### config.mk
export PLATFORM = sky130hd
export DESIGN_NAME = crc8_checked_frame_receiver
export DESIGN_NICKNAME = d
export VERILOG_FILES = /design/src/rtl/core/crc8r_pkg.sv /design/src/rtl/core/crc8r_frame.sv /design/src/rtl/core/crc8_checked_frame_receiver.sv
export SDC_FILE = /design/constraint.sdc
export NUM_CORES = 1
export LEC_CHECK = 0
export ABC_AREA = 1
export BUFFER_PORTS_ARGS = -buffer_cell sky130_fd_sc_hd__buf_2
export CAP_MARGIN = 5
export CORE_MARGIN = 5
export CORE_UTILIZATION = 41
export CTS_CLUSTER_DIAMETER = 30
export DETAILED_ROUTE_END_ITERATION = 6
export PLACE_DENSITY = 0.63
export SLEW_MARGIN = 0
export SYNTH_ARGS = -nofsm -noshare
export SYNTH_HDL_FRONTEND = slang
export SYNTH_HIERARCHICAL = 1
export SYNTH_SLANG_ARGS = --single-unit
export TNS_END_PERCENT = 5
### constraint.sdc
create_clock -name clock -period 3.2 [get_ports clock]
set_input_delay 0.48 -clock clock [delete_from_list [all_inputs] [get_ports clock]]
set_output_delay 0.48 -clock clock [all_outputs]
set_load 0.02 [all_outputs]
### src/rtl/core/crc8r_pkg.sv
package crc8r_pkg;

   localparam int unsigned CSR_ADDR_W = 3;
   localparam int unsigned CSR_DATA_W = 32;

   localparam logic CSR_IDX_HEAD_BYTE = 1'b0;
   localparam logic [7:0] HEAD_BYTE_RESET = 8'hEF;

   localparam logic [7:0] SECOND_BYTE = 8'h01;
   localparam logic [7:0] CRC_POLY_REFL = 8'h8C;

   localparam logic [2:0] STATUS_IGNORED  = 3'd0;
   localparam logic [2:0] STATUS_ACCEPTED = 3'd1;
   localparam logic [2:0] STATUS_GOOD     = 3'd2;
   localparam logic [2:0] STATUS_CRC_BAD  = 3'd3;
   localparam logic [2:0] STATUS_ABORTED  = 3'd4;

   typedef struct packed {
      logic [2:0] status;
      logic [7:0] byte_out;
      logic [8:0] byte_position;
      logic       frame_last;
   } result_type;

   function automatic logic [7:0] crc8_step(input logic [7:0] crc, input logic [7:0] data);
      logic [7:0] x;
      x = crc ^ data;
      for (int k = 0; k < 8; k++) begin
         if (x[0]) begin
            x = (x >> 1) ^ CRC_POLY_REFL;
         end else begin
            x = x >> 1;
         end
      end
      return x;
   endfunction

endpackage

### src/rtl/core/crc8r_frame.sv
module crc8r_frame #(
   parameter int unsigned HEADER_LEN = 9
) (
   input  logic                   clock,
   input  logic                   reset,
   input  logic                   advance,
   input  logic [7:0]             rx_byte,
   input  logic [7:0]             head_byte,
   output crc8r_pkg::result_type  result
);

   localparam logic [8:0] HDR_LEN  = 9'(HEADER_LEN);
   localparam logic [8:0] HDR_LAST = 9'(HEADER_LEN - 1);

   logic [8:0] pos_ff;
   logic [8:0] pos_in;
   logic [7:0] len_ff;
   logic [7:0] len_in;
   logic [7:0] crc_ff;
   logic [7:0] crc_in;
   logic [8:0] final_pos;

   assign final_pos = HDR_LEN + {1'b0, len_ff} - 9'd1;

   always_comb begin
      pos_in = pos_ff;
      len_in = len_ff;
      crc_in = crc_ff;
      result.status = crc8r_pkg::STATUS_IGNORED;
      result.byte_out = rx_byte;
      result.byte_position = pos_ff;
      result.frame_last = 1'b0;
      priority if (pos_ff == 9'd0) begin
         if (rx_byte == head_byte) begin
            result.status = crc8r_pkg::STATUS_ACCEPTED;
            crc_in = crc8r_pkg::crc8_step(8'd0, rx_byte);
            pos_in = 9'd1;
         end
      end else if (pos_ff == 9'd1) begin
         if (rx_byte == crc8r_pkg::SECOND_BYTE) begin
            result.status = crc8r_pkg::STATUS_ACCEPTED;
            crc_in = crc8r_pkg::crc8_step(crc_ff, rx_byte);
            pos_in = 9'd2;
         end else begin
            result.status = crc8r_pkg::STATUS_ABORTED;
            result.frame_last = 1'b1;
            pos_in = 9'd0;
            len_in = 8'd0;
            crc_in = 8'd0;
         end
      end else if (pos_ff < HDR_LEN) begin
         if (pos_ff == HDR_LAST && rx_byte == 8'd0) begin
            result.status = crc8r_pkg::STATUS_ABORTED;
            result.frame_last = 1'b1;
            pos_in = 9'd0;
            len_in = 8'd0;
            crc_in = 8'd0;
         end else begin
            result.status = crc8r_pkg::STATUS_ACCEPTED;
            if (pos_ff == HDR_LAST) begin
               len_in = rx_byte;
            end
            crc_in = crc8r_pkg::crc8_step(crc_ff, rx_byte);
            pos_in = pos_ff + 9'd1;
         end
      end else if (pos_ff < final_pos) begin
         result.status = crc8r_pkg::STATUS_ACCEPTED;
         crc_in = crc8r_pkg::crc8_step(crc_ff, rx_byte);
         pos_in = pos_ff + 9'd1;
      end else begin
         result.status = (rx_byte == crc_ff) ? crc8r_pkg::STATUS_GOOD
                                             : crc8r_pkg::STATUS_CRC_BAD;
         result.frame_last = 1'b1;
         pos_in = 9'd0;
         len_in = 8'd0;
         crc_in = 8'd0;
      end
   end

   always_ff @(posedge clock) begin
      if (reset) begin
         pos_ff <= 9'd0;
         len_ff <= 8'd0;
         crc_ff <= 8'd0;
      end else if (advance) begin
         pos_ff <= pos_in;
         len_ff <= len_in;
         crc_ff <= crc_in;
      end
   end

endmodule

### src/rtl/core/crc8_checked_frame_receiver.sv
// Channel   Direction  Handshake            Payload
// req       in         req_valid/req_ready  req_rx_byte
// rsp       out        rsp_valid/rsp_ready  rsp_status, rsp_byte_out, rsp_byte_position,
//                                           rsp_frame_last
// csr       in         psel/penable/pready  paddr, pwrite, pwdata, prdata
//
// A beat is accepted into the input register; as it moves on, the frame decoder and
// CRC-8 step load its result into the result register, which drives the rsp channel.
// A new beat can be accepted every cycle while the result is not stalled; the frame state
// advances as a beat moves into the result register, through one combinational CRC step.
// Reset is synchronous and returns the decoder to idle with the head byte at 0xEF.
// A stalled result holds the input register, which then stalls the request side.
module crc8_checked_frame_receiver #(
   parameter int unsigned HEADER_LEN = 9
) (
   input  logic                               clock,
   input  logic                               reset,
   input  logic                               req_valid,
   output logic                               req_ready,
   input  logic [7:0]                         req_rx_byte,
   output logic                               rsp_valid,
   input  logic                               rsp_ready,
   output logic [2:0]                         rsp_status,
   output logic [7:0]                         rsp_byte_out,
   output logic [8:0]                         rsp_byte_position,
   output logic                               rsp_frame_last,
   input  logic                               psel,
   input  logic                               penable,
   input  logic                               pwrite,
   input  logic [crc8r_pkg::CSR_ADDR_W-1:0]   paddr,
   input  logic [crc8r_pkg::CSR_DATA_W-1:0]   pwdata,
   output logic [crc8r_pkg::CSR_DATA_W-1:0]   prdata,
   output logic                               pready
);

   logic                  in_valid_ff;
   logic [7:0]            in_byte_ff;
   logic                  rsp_valid_ff;
   crc8r_pkg::result_type rsp_ff;
   crc8r_pkg::result_type result;
   logic [7:0]            head_byte_ff;
   logic                  move;
   logic                  csr_write;
   logic                  csr_hit;

   assign move = in_valid_ff && (!rsp_valid_ff || rsp_ready);
   assign req_ready = !in_valid_ff || move;

   assign pready = 1'b1;
   assign csr_hit = (paddr[crc8r_pkg::CSR_ADDR_W-1] == crc8r_pkg::CSR_IDX_HEAD_BYTE);
   assign csr_write = psel && penable && pwrite && pready && csr_hit;
   assign prdata = csr_hit ? {{(crc8r_pkg::CSR_DATA_W-8){1'b0}}, head_byte_ff}
                           : '0;

   always_ff @(posedge clock) begin
      if (reset) begin
         head_byte_ff <= crc8r_pkg::HEAD_BYTE_RESET;
      end else if (csr_write) begin
         head_byte_ff <= pwdata[7:0];
      end
   end

   always_ff @(posedge clock) begin
      if (reset) begin
         in_valid_ff <= 1'b0;
      end else if (req_ready) begin
         in_valid_ff <= req_valid;
      end
   end

   always_ff @(posedge clock) begin
      if (req_valid && req_ready) begin
         in_byte_ff <= req_rx_byte;
      end
   end

   crc8r_frame #(
      .HEADER_LEN (HEADER_LEN)
   ) u_frame (
      .clock     (clock),
      .reset     (reset),
      .advance   (move),
      .rx_byte   (in_byte_ff),
      .head_byte (head_byte_ff),
      .result    (result)
   );

   always_ff @(posedge clock) begin
      if (reset) begin
         rsp_valid_ff <= 1'b0;
      end else if (move) begin
         rsp_valid_ff <= 1'b1;
      end else if (rsp_ready) begin
         rsp_valid_ff <= 1'b0;
      end
   end

   always_ff @(posedge clock) begin
      if (move) begin
         rsp_ff <= result;
      end
   end

   assign rsp_valid = rsp_valid_ff;
   assign rsp_status = rsp_ff.status;
   assign rsp_byte_out = rsp_ff.byte_out;
   assign rsp_byte_position = rsp_ff.byte_position;
   assign rsp_frame_last = rsp_ff.frame_last;

endmodule

# Yosys cells after proc, flatten, opt, wreduce, memory -nomap -nowiden
# Index checks and enable logic that the tools add are counted.
dict set report totals {
  register_bits 64
  latchBits 0
  ramBits 0
  rom_bits 0
  output_inout_bits 56
  elab_cells 230
  mem_count 0
}
dict set report classes {
  addsub 3
  multipliers 0
  div_mod_pow 0
  n_lt_le_gt_ge 2
  n_eq_ne 9
  n_shift 0
  n_mux 157
  bitwise 33
  reduce_logical 15
}
# op n
set op_table {}
lappend op_table {{$mux W8} 135}
lappend op_table {{$not A2 Y3} 30}
lappend op_table {{$mux W9} 6}
lappend op_table {{$mux W3} 6}
lappend op_table {{$eq A8 B8 Y1} 2}
lappend op_table {{$add A4 B8 Y9 const A} 1}
lappend op_table {{$add A9 B1 Y9 const B} 1}
lappend op_table {{$eq A9 B1 Y1 const B} 1}
lappend op_table {{$eq A9 B4 Y1 const B} 1}
lappend op_table {{$logic_not A9 Y1} 1}
lappend op_table {{$lt A9 B4 Y1 const B} 1}
lappend op_table {{$lt A9 B9 Y1} 1}
lappend op_table {{$mux W1} 9}
lappend op_table {{$sub A9 B1 Y9 const B} 1}
lappend op_table {{$eq A8 B1 Y1 const B} 1}
lappend op_table {{$logic_not A8 Y1} 1}
lappend op_table {{$xor A8 B8 Y8} 1}
lappend op_table {{$logic_and A1 B1 Y1} 6}
lappend op_table {{$reduce_and A5 Y1} 1}
lappend op_table {{$ne A2 B2 Y1 const B} 2}
lappend op_table {{$ne A4 B3 Y1 const B} 1}
lappend op_table {{$ne A3 B1 Y1 const B} 1}
lappend op_table {{$logic_not A1 Y1} 2}
lappend op_table {{$logic_or A1 B1 Y1} 2}
lappend op_table {{other kinds (4)} 5}

# Logic depth before layout (Yosys ltp)
# Gate-level depths: netlist (run 1).
dict set report depth {
  word_depth 49
  ltp_mapped 15
  mapped_depth_nobuf 15
}

# Modules after synthesis
# The synthesis (run 1) kept the hierarchy.
# mod n_inst cells_each area_per_inst_um2 seq_area_each_um2
set by_module_without_submodules {}
lappend by_module_without_submodules {crc8r_frame 1 412 2575.0 500.5}
lappend by_module_without_submodules {crc8_checked_frame_receiver 1 127 1564.0 1071.0}

# Worst setup path after synthesis (run 1)
# No wires, ideal clock.
dict set report synth_path {
  path_kind {in2reg}
  from {input port rsp_ready}
  to {register u_frame.len_ff[6]}
  setup_ns 0.116
  arrival_time_ns 2.696
  setup_slack_ns 0.388
  stages 7
  path_cell_list {inv_1 > a21oi_1 > inv_1 > nor2_4 > nand2_8 > o21ai_0 > nor2_1}
}
dict set report synth_via {
  elab_chain_len 3
}
# element line_no
set synth_rtl {}
lappend synth_rtl {{start: declaration} crc8_checked_frame_receiver.sv:22} ;# input logic rsp_ready,
lappend synth_rtl {{$logic_or A1 B1 Y1} crc8_checked_frame_receiver.sv:46} ;# assign move = in_valid_ff && (!rsp_valid_ff || rsp_ready);
lappend synth_rtl {{$logic_and A1 B1 Y1} crc8_checked_frame_receiver.sv:46}
lappend synth_rtl {{named net move} crc8_checked_frame_receiver.sv:42} ;# logic move;
lappend synth_rtl {{$reduce_and A5 Y1 (no line)} n/a}
lappend synth_rtl {{end signal: assignment} crc8r_frame.sv:87} ;# len_ff <= len_in;
lappend synth_rtl {{end: declaration} crc8r_frame.sv:17} ;# logic [7:0] len_ff;
# The timed path passes the listed nets, and every way through them passes these cells.
# A chain may end at the register's enable or synchronous reset.

# Final worst setup path (run 1)
dict set report layout_path {
  from {register u_frame.len_ff[3]}
  to {register u_frame.crc_ff[1]}
}
dict set report layout_via {
  elab_chain_len 7
}
# element line_no
set layout_rtl {}
lappend layout_rtl {{$add A4 B8 Y9} crc8r_frame.sv:23} ;# assign final_pos = HDR_LEN + {1'b0, len_ff} - 9'd1;
lappend layout_rtl {{$sub A9 B1 Y9} crc8r_frame.sv:23}
lappend layout_rtl {{$lt A9 B9 Y1} crc8r_frame.sv:66} ;# end else if (pos_ff < final_pos) begin
lappend layout_rtl {{$mux W8} crc8r_frame.sv:66}
lappend layout_rtl {{$mux W8} crc8r_frame.sv:51} ;# end else if (pos_ff < HDR_LEN) begin
lappend layout_rtl {{$mux W8} crc8r_frame.sv:39} ;# end else if (pos_ff == 9'd1) begin
lappend layout_rtl {{$mux W8} crc8r_frame.sv:33} ;# priority if (pos_ff == 9'd0) begin
lappend layout_rtl {{end signal: assignment} crc8r_frame.sv:88} ;# crc_ff <= crc_in;
lappend layout_rtl {{end: declaration} crc8r_frame.sv:19} ;# logic [7:0] crc_ff;
# Every way passes these cells.

==> results of run 1 <==
[report_power, final]
group / leakage [nW] / switching (mW) / internal, mW
combinational: 1.57 / 0.163 / 0.0754
clock: 0.0941 / 0.298 / 0.356
sequential: 0.565 / 0.0272 / 0.878
total: 2.23 / 0.488 / 1.31
[worst min-delay path by stage]
stage	slack, ps	cells past startpoint	end
after floorplan	430	2	u_frame/len_ff[2]
after global placement	460	2	u_frame/len_ff[2]
after detailed placement	460	2	u_frame/len_ff[2]
after CTS	290	1	in_byte_ff[5]
after global routing	280	1	in_byte_ff[5]
final	310	1	in_byte_ff[5]
[cells in the mapped netlist (all sizes together)]
master	instances
nand2	160
inv	71
nor2	59
buf	44
a21oi	36
dfxtp	35
nand3	33
edfxtp	29
xor2	24
nand4	13
ha	12
xnor2	7
o21ai	5
clkbuf	2
conb	2
nand3b	2
nor4	2
nand2b	1
nor3	1
nor3b	1
[routing by layer]
| metal | wire (um) | up-vias |
|---|---|---|
| met5 | 0 | - |
| met4 | 158 | 0 |
| met3 | 503 | 12 |
| met2 | 4250 | 97 |
| met1 | 4010 | 1474 |
| li1 | - | 1729 |
[logic make-up after synthesis]
logic type	share of synthesized area, %
other cells	0.181
buf+inv	15.0
fa+ha+maj	3.63
xor+xnor	7.01
simple gates	31.0
flops	38.0
compound gates	5.23
[cell type report]
class	count	area [sq um]	area share (%)
multi-input cells	381	2040	45.2
clock inverters	4	45.0	0.999
inverters	71	274	6.08
repair buffers	55	278	6.16
well taps	133	166	3.69
clock buffers	12	135	3.00
flip-flops and latches	64	1570	34.9
[placed cells by master, fill, tap and decap left out, types with 13 or more instances in the layout]
cell type / count
a21oi_1: 34
buf_2: 54
conb_1: 25
dfxtp_1: 35
edfxtp_1: 29
inv_1: 64
nand2_1: 146
nand3_1: 31
nand4_1: 13
nor2_1: 51
xor2_1: 24
[sequential cells by signal, summed over array words and instances (netlist names)]
register           count
rsp_valid              1
in_byte_ff             8
u_frame/crc_ff         8
rsp_byte_position      9
rsp_byte_out           8
rsp_status             3
u_frame/pos_ff         9
in_valid_ff            1
head_byte_ff           8
rsp_frame_last         1
u_frame/len_ff         8
==> results.toml, run 1 <==
[status]
status = "completed"

[global_routing]
met3_usage_pct = 3.50
grt_most_used_layer = "met2"
antenna_found_initial = 0
grt_start_max_net_pins = 26
grt_pass1_wl_um = 14900
gr-usage-met1_pct = 19.4
grt_util_met2_pct = 23.9
grt_overflow = 0
grt_pass1_vias = 3091
track_usage_pct = 14.9

[floorplan]
coreArea_sq_um = 9820
std_cell_rows = 36
start_util_pct = 42.2
io_pins = 106
die_h_um = 110
die_w_um = 110
dieArea_sq_um = 12200

[setup_path]
worst_r2r_path_depth = 13
path_depth = 13
cp-endpoint = "u_frame/crc_ff[1]"
crit_path_end_kind = "flop"
slowest_stage = "dfxtp_1"
path_delay_family = "simple AND/OR/NAND/NOR gates"
slowest_delay_ps = 370
critPathLaunchType = "flop"
path_buf_inv = 0
regToRegEndpoint = "u_frame/crc_ff[1]"
rrSetupSlack_ps = 780
cp.required_ps = 3470
critPathMaxFanout = 9
cp.arrival_ps = 2700
crit_path_start = "u_frame/len_ff[3]"
rr_startpoint = "u_frame/len_ff[3]"
crit_path_cell_trace = "ha_1, nand3_1, xor2_1, ha_1, nand2_1, nor2_1, nand3_1, nand3_1, nand2_2, nand2_2, a21oi_4, nand2_1, a21oi_1"
crit_top_cell = "nand3_1"
critPathKind = "reg2reg"

[clocking]
cts.sinks = 64
cts_resized = 0
cts_tree = "yes"
htree_num_levels = 3
clock_latency_ps = 350
cts_root_buf = "clkbuf_8"
cts_buffers = 9
max-clock-path-buffers = 2
postCtsSetupRepairBufs = 0
cts.clk_slew.worst_paths_ps = 70
hold_buffers = 0

[detailed_routing]
vias = 3312
firstDrtPassIters = 4
antenna_left = 0
routed_via_density = 4.60
drc_errors = 0
wl_per_cell_um = 12.4
drt_iter0_drc = 194
totalWireLength_um = 8930

[sta]
fin_crit_sh_pct = 75.7
hold_viol = 0
final_max_slew_viol_count = 0
setup_slack_ps = 778
fmax_mhz = 413
relSlewSlack_pct = 65.5
worstMarginPinSlew_ps = 518
setup_violations = 0
skew_ps = 10.9
rsz0062_at_grt = "false"
period_needed_ps = 2420
holdWs_ps = 308
finalSetupTns_ps = 0

[placement]
dp_cells = 704
pre_cts_ws_ps = 796
portBuffers = 54
placedInstanceArea_sq_um = 4330
hpwlAfterDp_um = 6850
place_congestion = 0.863

[finish]
antennaDiodeCount = 0
drive_above_1_share_pct = 17.4
finalInstanceArea_sq_um = 4510
fin_cells = 720
fill_cells = 1050
nNetsFinal = 644
syn_to_final_growth_pct = 8.92
post-route-util_pct = 45.9

[power]
peakVddDrop_mv = 0.207
p_leak_nw = 2.23
total_power_mw = 1.80
p_per_area_nw_per_um2 = 399

[flow_run]
maxCapViolations = 0

[synth]
syn_avg_cell_area_sq_um = 7.68
synth_largest_area_cell = "edfxtp_1"
netlist_area_sq_um = 4140
synth-seq-area-share_pct = 38.0
synthCells = 539
yosys-top-cells-area = "edfxtp_1, dfxtp_1, nand2_1"
synth_top_area_share_pct = 21.0
yosys_warnings = 6
ys_seq_elements = 64
synth_cell_type_count = 35

[min_path]
min_path_type = "in2reg"
worstHoldStart = "req_rx_byte[5]"
No activity file was read; power rests on OpenSTA's default activity.
==> run 2: changes to the inputs <==
Settings changed: ABC_AREA 1 to 0, PLACE_DENSITY 0.63 to 0.64.
Clock period 3.2 ns to 2.5 ns, I/O delays scaled along.
==> run 2 against run 1 <==
Global-route usage up 0.55 points. Setup slack worse by 710 ps. Largest cell class unchanged. Hold slack worse by 110 ps. Critical endpoint is now rsp_status[0]. Maximum frequency down 0.38%.
==> results.toml, run 2 <==
[synth]
synth-seq-area-share_pct = 41.0
netlist_area_sq_um = 3830
netlist_top_cells_count = "dfxtp_1, xnor2_1, nor2_1"
yosys-top-cells-area = "edfxtp_1, dfxtp_1, xnor2_1"
synthFlopType = "dfxtp_1"
ys_seq_elements = 64
async_reset_ff_share_pct = 0
synth_top_area_share_pct = 22.7
synth-edff-count = 29
synthCells = 383
synth_largest_area_cell = "edfxtp_1"
yosys_warnings = 6
synth_cell_type_count = 55
syn_avg_cell_area_sq_um = 10.0

[status]
status = "completed"

[setup_path]
path_buf_inv = 0
path_delay_family = "simple AND/OR/NAND/NOR gates"
critPathKind = "reg2reg"
crit_path_end_kind = "flop"
critPathMaxFanout = 3
crit_path_cell_trace = "or4_4, nor4_4, or3b_4, a22oi_4, nor2_1, o31a_1"
critPathLaunchType = "flop"
slowest_stage = "or4_4"
slowest_delay_ps = 560
cp.required_ps = 2590
cp.arrival_ps = 2520

[finish]
regArea_sq_um = 1570
final_cell_mix = "buf_2, xnor2_1, nor2_1, dfxtp_1, buf_4"
finalInstanceArea_sq_um = 4500
post-route-util_pct = 49.2
drive_above_1_share_pct = 28.2
fill_cells = 839
fin_cells = 569
nNetsFinal = 515
syn_to_final_growth_pct = 17.5
final_common_cell = "buf_2"
multi_input_area_sq_um = 1990
antennaDiodeCount = 0

[detailed_routing]
firstDrtPassIters = 4
drt_iter0_drc = 151
vias = 2907
wl_per_cell_um = 15.1
antenna_left = 0
drc_errors = 0
totalWireLength_um = 8580
routed_via_density = 5.11

[sta]
holdWs_ps = 199
hold_viol = 0
rsz0062_at_grt = "true"
final_max_slew_viol_count = 0
fin_crit_sh_pct = 97.3
fmax_mhz = 411
setup_violations = 0
period_needed_ps = 2430
setup_slack_ps = 68.6
skew_ps = 10.6
worstMarginPinSlew_ps = 575
relSlewSlack_pct = 61.3

[placement]
dp_cells = 553
hpwlAfterDp_um = 6280
pre_cts_ws_ps = 49.7
portBuffers = 54
place_congestion = 0.781
placedInstanceArea_sq_um = 4250

[clocking]
cts_buffers = 9
cts.clk_slew.worst_paths_ps = 80
htree_num_levels = 3
cts.sinks = 64
clock_latency_ps = 350
max-clock-path-buffers = 2
cts_tree = "yes"
cts_root_buf = "clkbuf_8"
postCtsSetupRepairBufs = 0

[floorplan]
die_h_um = 107
std_cell_rows = 35
dieArea_sq_um = 11400
start_util_pct = 41.8
die_w_um = 107
coreArea_sq_um = 9150
io_pins = 106

[power]
p_clk_share_pct = 40.5
peakVddDrop_mv = 0.251
p_per_area_nw_per_um2 = 543
power_frac_comb_pct = 12.8
power.internal_mw = 1.81
switchingPower_mw = 0.632
power_frac_seq_pct = 46.6
p_leak_nw = 1.86
netSwitchingFraction_pct = 25.9

[min_path]
min_path_type = "in2reg"

[global_routing]
grt_overflow = 0
grt_pass1_wl_um = 14000
track_usage_pct = 15.4
antenna_found_initial = 0
grt_pass1_vias = 2861
grt_start_max_net_pins = 41

[flow_run]
maxCapViolations = 0
==> run 2: metrics by stage <==
| stage | setup TNS, ps | power (mW) |
|---|---|---|
| after floorplan | 0 | 1.43 |
| after global placement | 0 | 1.47 |
| after detailed placement | 0 | 1.47 |
| after CTS | 0 | 2.47 |
| after global routing | -18.3 | 2.55 |
| final | 0 | 2.44 |
==> run 2: area by class of cell <==
| class | count | area share (%) |
|---|---|---|
| Clock buffer | 10 | 2.84 |
| Clock inverter | 6 | 2.09 |
| Inverter | 9 | 0.751 |
| Multi-Input combinational cell | 281 | 44.1 |
| Sequential cell | 64 | 35.0 |
| Tap cell | 111 | 3.09 |
| Timing Repair Buffer | 88 | 12.1 |
==> run 2: cell families (layout without fill, tap and decap cells) <==
logic type / Yosys count / after routing / synth area share (%)
AOI/OAI and AO/OA: 60 / 60 / 11.8
xor gates and xnor gates: 47 / 47 / 10.8
adders and majority gates: 12 / 12 / 3.92
buffers and inverters: 61 / 113 / 9.90
DFF: 64 / 64 / 41.0
muxes: 16 / 16 / 4.18
other: 2 / 25 / 0.196
and+or+nand+nor: 121 / 121 / 18.2
==> run 2: path summary, 6_finish.rpt <==
path | slack [ps] | from | to | depth (start not counted)
min | 200 | req_rx_byte[2] | in_byte_ff[2] | 1
min reg2reg | 470 | in_valid_ff | rsp_valid | 2
max reg2reg | 70 | in_byte_ff[4] | rsp_status[0] | 6
max | 70 | in_byte_ff[4] | rsp_status[0] | 6
==> run 2: power by group through the flow <==
stage	clock network, mW	logic, mW	registers (mW)
after floorplan	0	0.252	1.18
after global placement	0	0.305	1.16
after detailed placement	0	0.312	1.16
after CTS	1.01	0.314	1.14
after global routing	1.07	0.339	1.14
final	0.990	0.314	1.14
==> run 2: repair_timing <==
item,in CTS,in global routing
gates resized for setup,0,11
hold buffers,0,0
setup endpoints to repair,0,23
==> run 2: layer usage <==
layer  GRT usage (%)  up-vias  wire [um]
li1                -     1429          -
met2            26.9       65       4400
met4            6.48        0        162
met5               0        -          0
met3            2.89       10        301
met1            18.6     1403       3710
==> run 2: worst register-to-register path: stages, from the launching register on <==
cell and delay, ps:
edfxtp_1 410, or4_4 570, nor4_4 200, or3b_4 430, a22oi_4 220, nor2_1 80
o31a_1 280
==> run 3: changes to the inputs <==
Settings changed: CORE_UTILIZATION 41 to 40, PLACE_DENSITY 0.64 to 0.63.
==> run 3 against run 2 <==
Combinational power down 3%. Clock skew up 4.4 ps. Non-clock buffer count down 1. Register-to-register slack about the same. Global-route usage down 0.54 points. Sequential power about the same. Final cell count up 3.0%. Utilization down 0.36 points. Design area up 0.70%. Via count down 1.7%. Critical endpoint unchanged. Highest routed layer unchanged.
==> results.toml, run 3 (same netlist as run 2, synthesis figures left out) <==
[setup_path]
critPathLaunchType = "flop"
crit_path_end_kind = "flop"
cp.required_ps = 2590
critPathKind = "reg2reg"
critPathMaxFanout = 3
cp.arrival_ps = 2530

[global_routing]
track_usage_pct = 14.9
grt_overflow = 0
grt_pass1_vias = 2811
grt_start_max_net_pins = 41
grt_pass1_wl_um = 13600
antenna_found_initial = 0

[floorplan]
die_w_um = 108
std_cell_rows = 35
coreArea_sq_um = 9280
die_h_um = 108
io_pins = 106
dieArea_sq_um = 11600
start_util_pct = 41.2

[finish]
syn_to_final_growth_pct = 18.3
antennaDiodeCount = 0
fill_cells = 879
fin_cells = 586
final_common_cell = "buf_2"
post-route-util_pct = 48.8
nNetsFinal = 514
drive_above_1_share_pct = 27.8
final_cell_mix = "buf_2, dfxtp_1, xnor2_1"

[sta]
rsz0062_at_grt = "true"
period_needed_ps = 2440
fmax_mhz = 409
final_max_slew_viol_count = 0
worstMarginPinSlew_ps = 567
relSlewSlack_pct = 61.9
fin_crit_sh_pct = 97.7
hold_viol = 0
skew_ps = 15.0
setup_violations = 0

[detailed_routing]
drc_errors = 0
drt_iter0_drc = 154
antenna_left = 0
totalWireLength_um = 8360
routed_via_density = 4.88
wl_per_cell_um = 14.3
vias = 2858
firstDrtPassIters = 4

[clocking]
cts_tree = "yes"
max-clock-path-buffers = 2
cts_root_buf = "clkbuf_8"
htree_num_levels = 3
cts.sinks = 64
hold_buffers = 0
clock_latency_ps = 350
cts_resized = 0
postCtsSetupRepairBufs = 0
cts_buffers = 9
cts.clk_slew.worst_paths_ps = 80

[placement]
portBuffers = 54
dp_cells = 570
hpwlAfterDp_um = 6070
place_congestion = 0.777

[power]
total_power_mw = 2.56
p_leak_nw = 1.87
p_per_area_nw_per_um2 = 566
peakVddDrop_mv = 0.311

[flow_run]
maxCapViolations = 0

[min_path]
min_path_type = "in2reg"

[status]
status = "completed"
[run 3: cell count changes in the layout (fill, tap and decap cells not counted), moves of 2 or more]
cell	delta
clkinv_4	-2
dfxtp_1	+2
dfxtp_2	-2
inv_6	+3
[run 3: stage by stage]
| step | area [sq um] | TNS, ps | setup slack, ps | hold WS, ps |
|---|---|---|---|---|
| floorplan | 3920 | 0 | 8.88 | 434 |
| global placement | 4260 | 0 | 125 | 450 |
| detailed placement | 4260 | 0 | 97.5 | 453 |
| CTS | 4510 | 0 | 38.3 | 180 |
| global route | 4530 | -24.2 | -21.8 | 181 |
| finish | 4530 | 0 | 56.7 | 201 |
[run 3: critical path, cell delays in order, from the launching register on]
cell and delay (ps):
edfxtp_1 420, or4_4 570, nor4_4 190, or3b_4 430, a22oi_4 210, nor2_1 80
o31a_1 280
[run 3: cell type report]
type	instances	area (sq um)	area share, %
Multi-Input combinational cell	281	1980	43.7
Timing Repair Buffer	87	534	11.8
Sequential cell	64	1570	34.7
Clock buffer	9	124	2.73
Clock inverter	7	125	2.76
Tap cell	129	161	3.56
Inverter	9	33.8	0.746
[run 3: metal layers]
layer  GRT usage [%]  vias up  share of wire, %
met5               0        -                 0
met4            5.95        0               1.5
met3            2.76        7               4.5
met2            25.4       64                50
met1            18.5     1358                44
li1                -     1429                 -
[run 3: worst paths after layout]
path	endpoint	cells after the start	start	slack, ps
worst max-delay path	rsp_status[0]	6	in_byte_ff[4]	60
worst min-delay path	in_byte_ff[3]	1	req_rx_byte[3]	200
worst max register to register	rsp_status[0]	6	in_byte_ff[4]	60
worst min register to register	rsp_valid	2	in_valid_ff	460
[run 3: power by group]
group,internal (mW),switching (mW)
Sequential,1.12,0.0211
Clock,0.674,0.441
Combinational,0.122,0.184
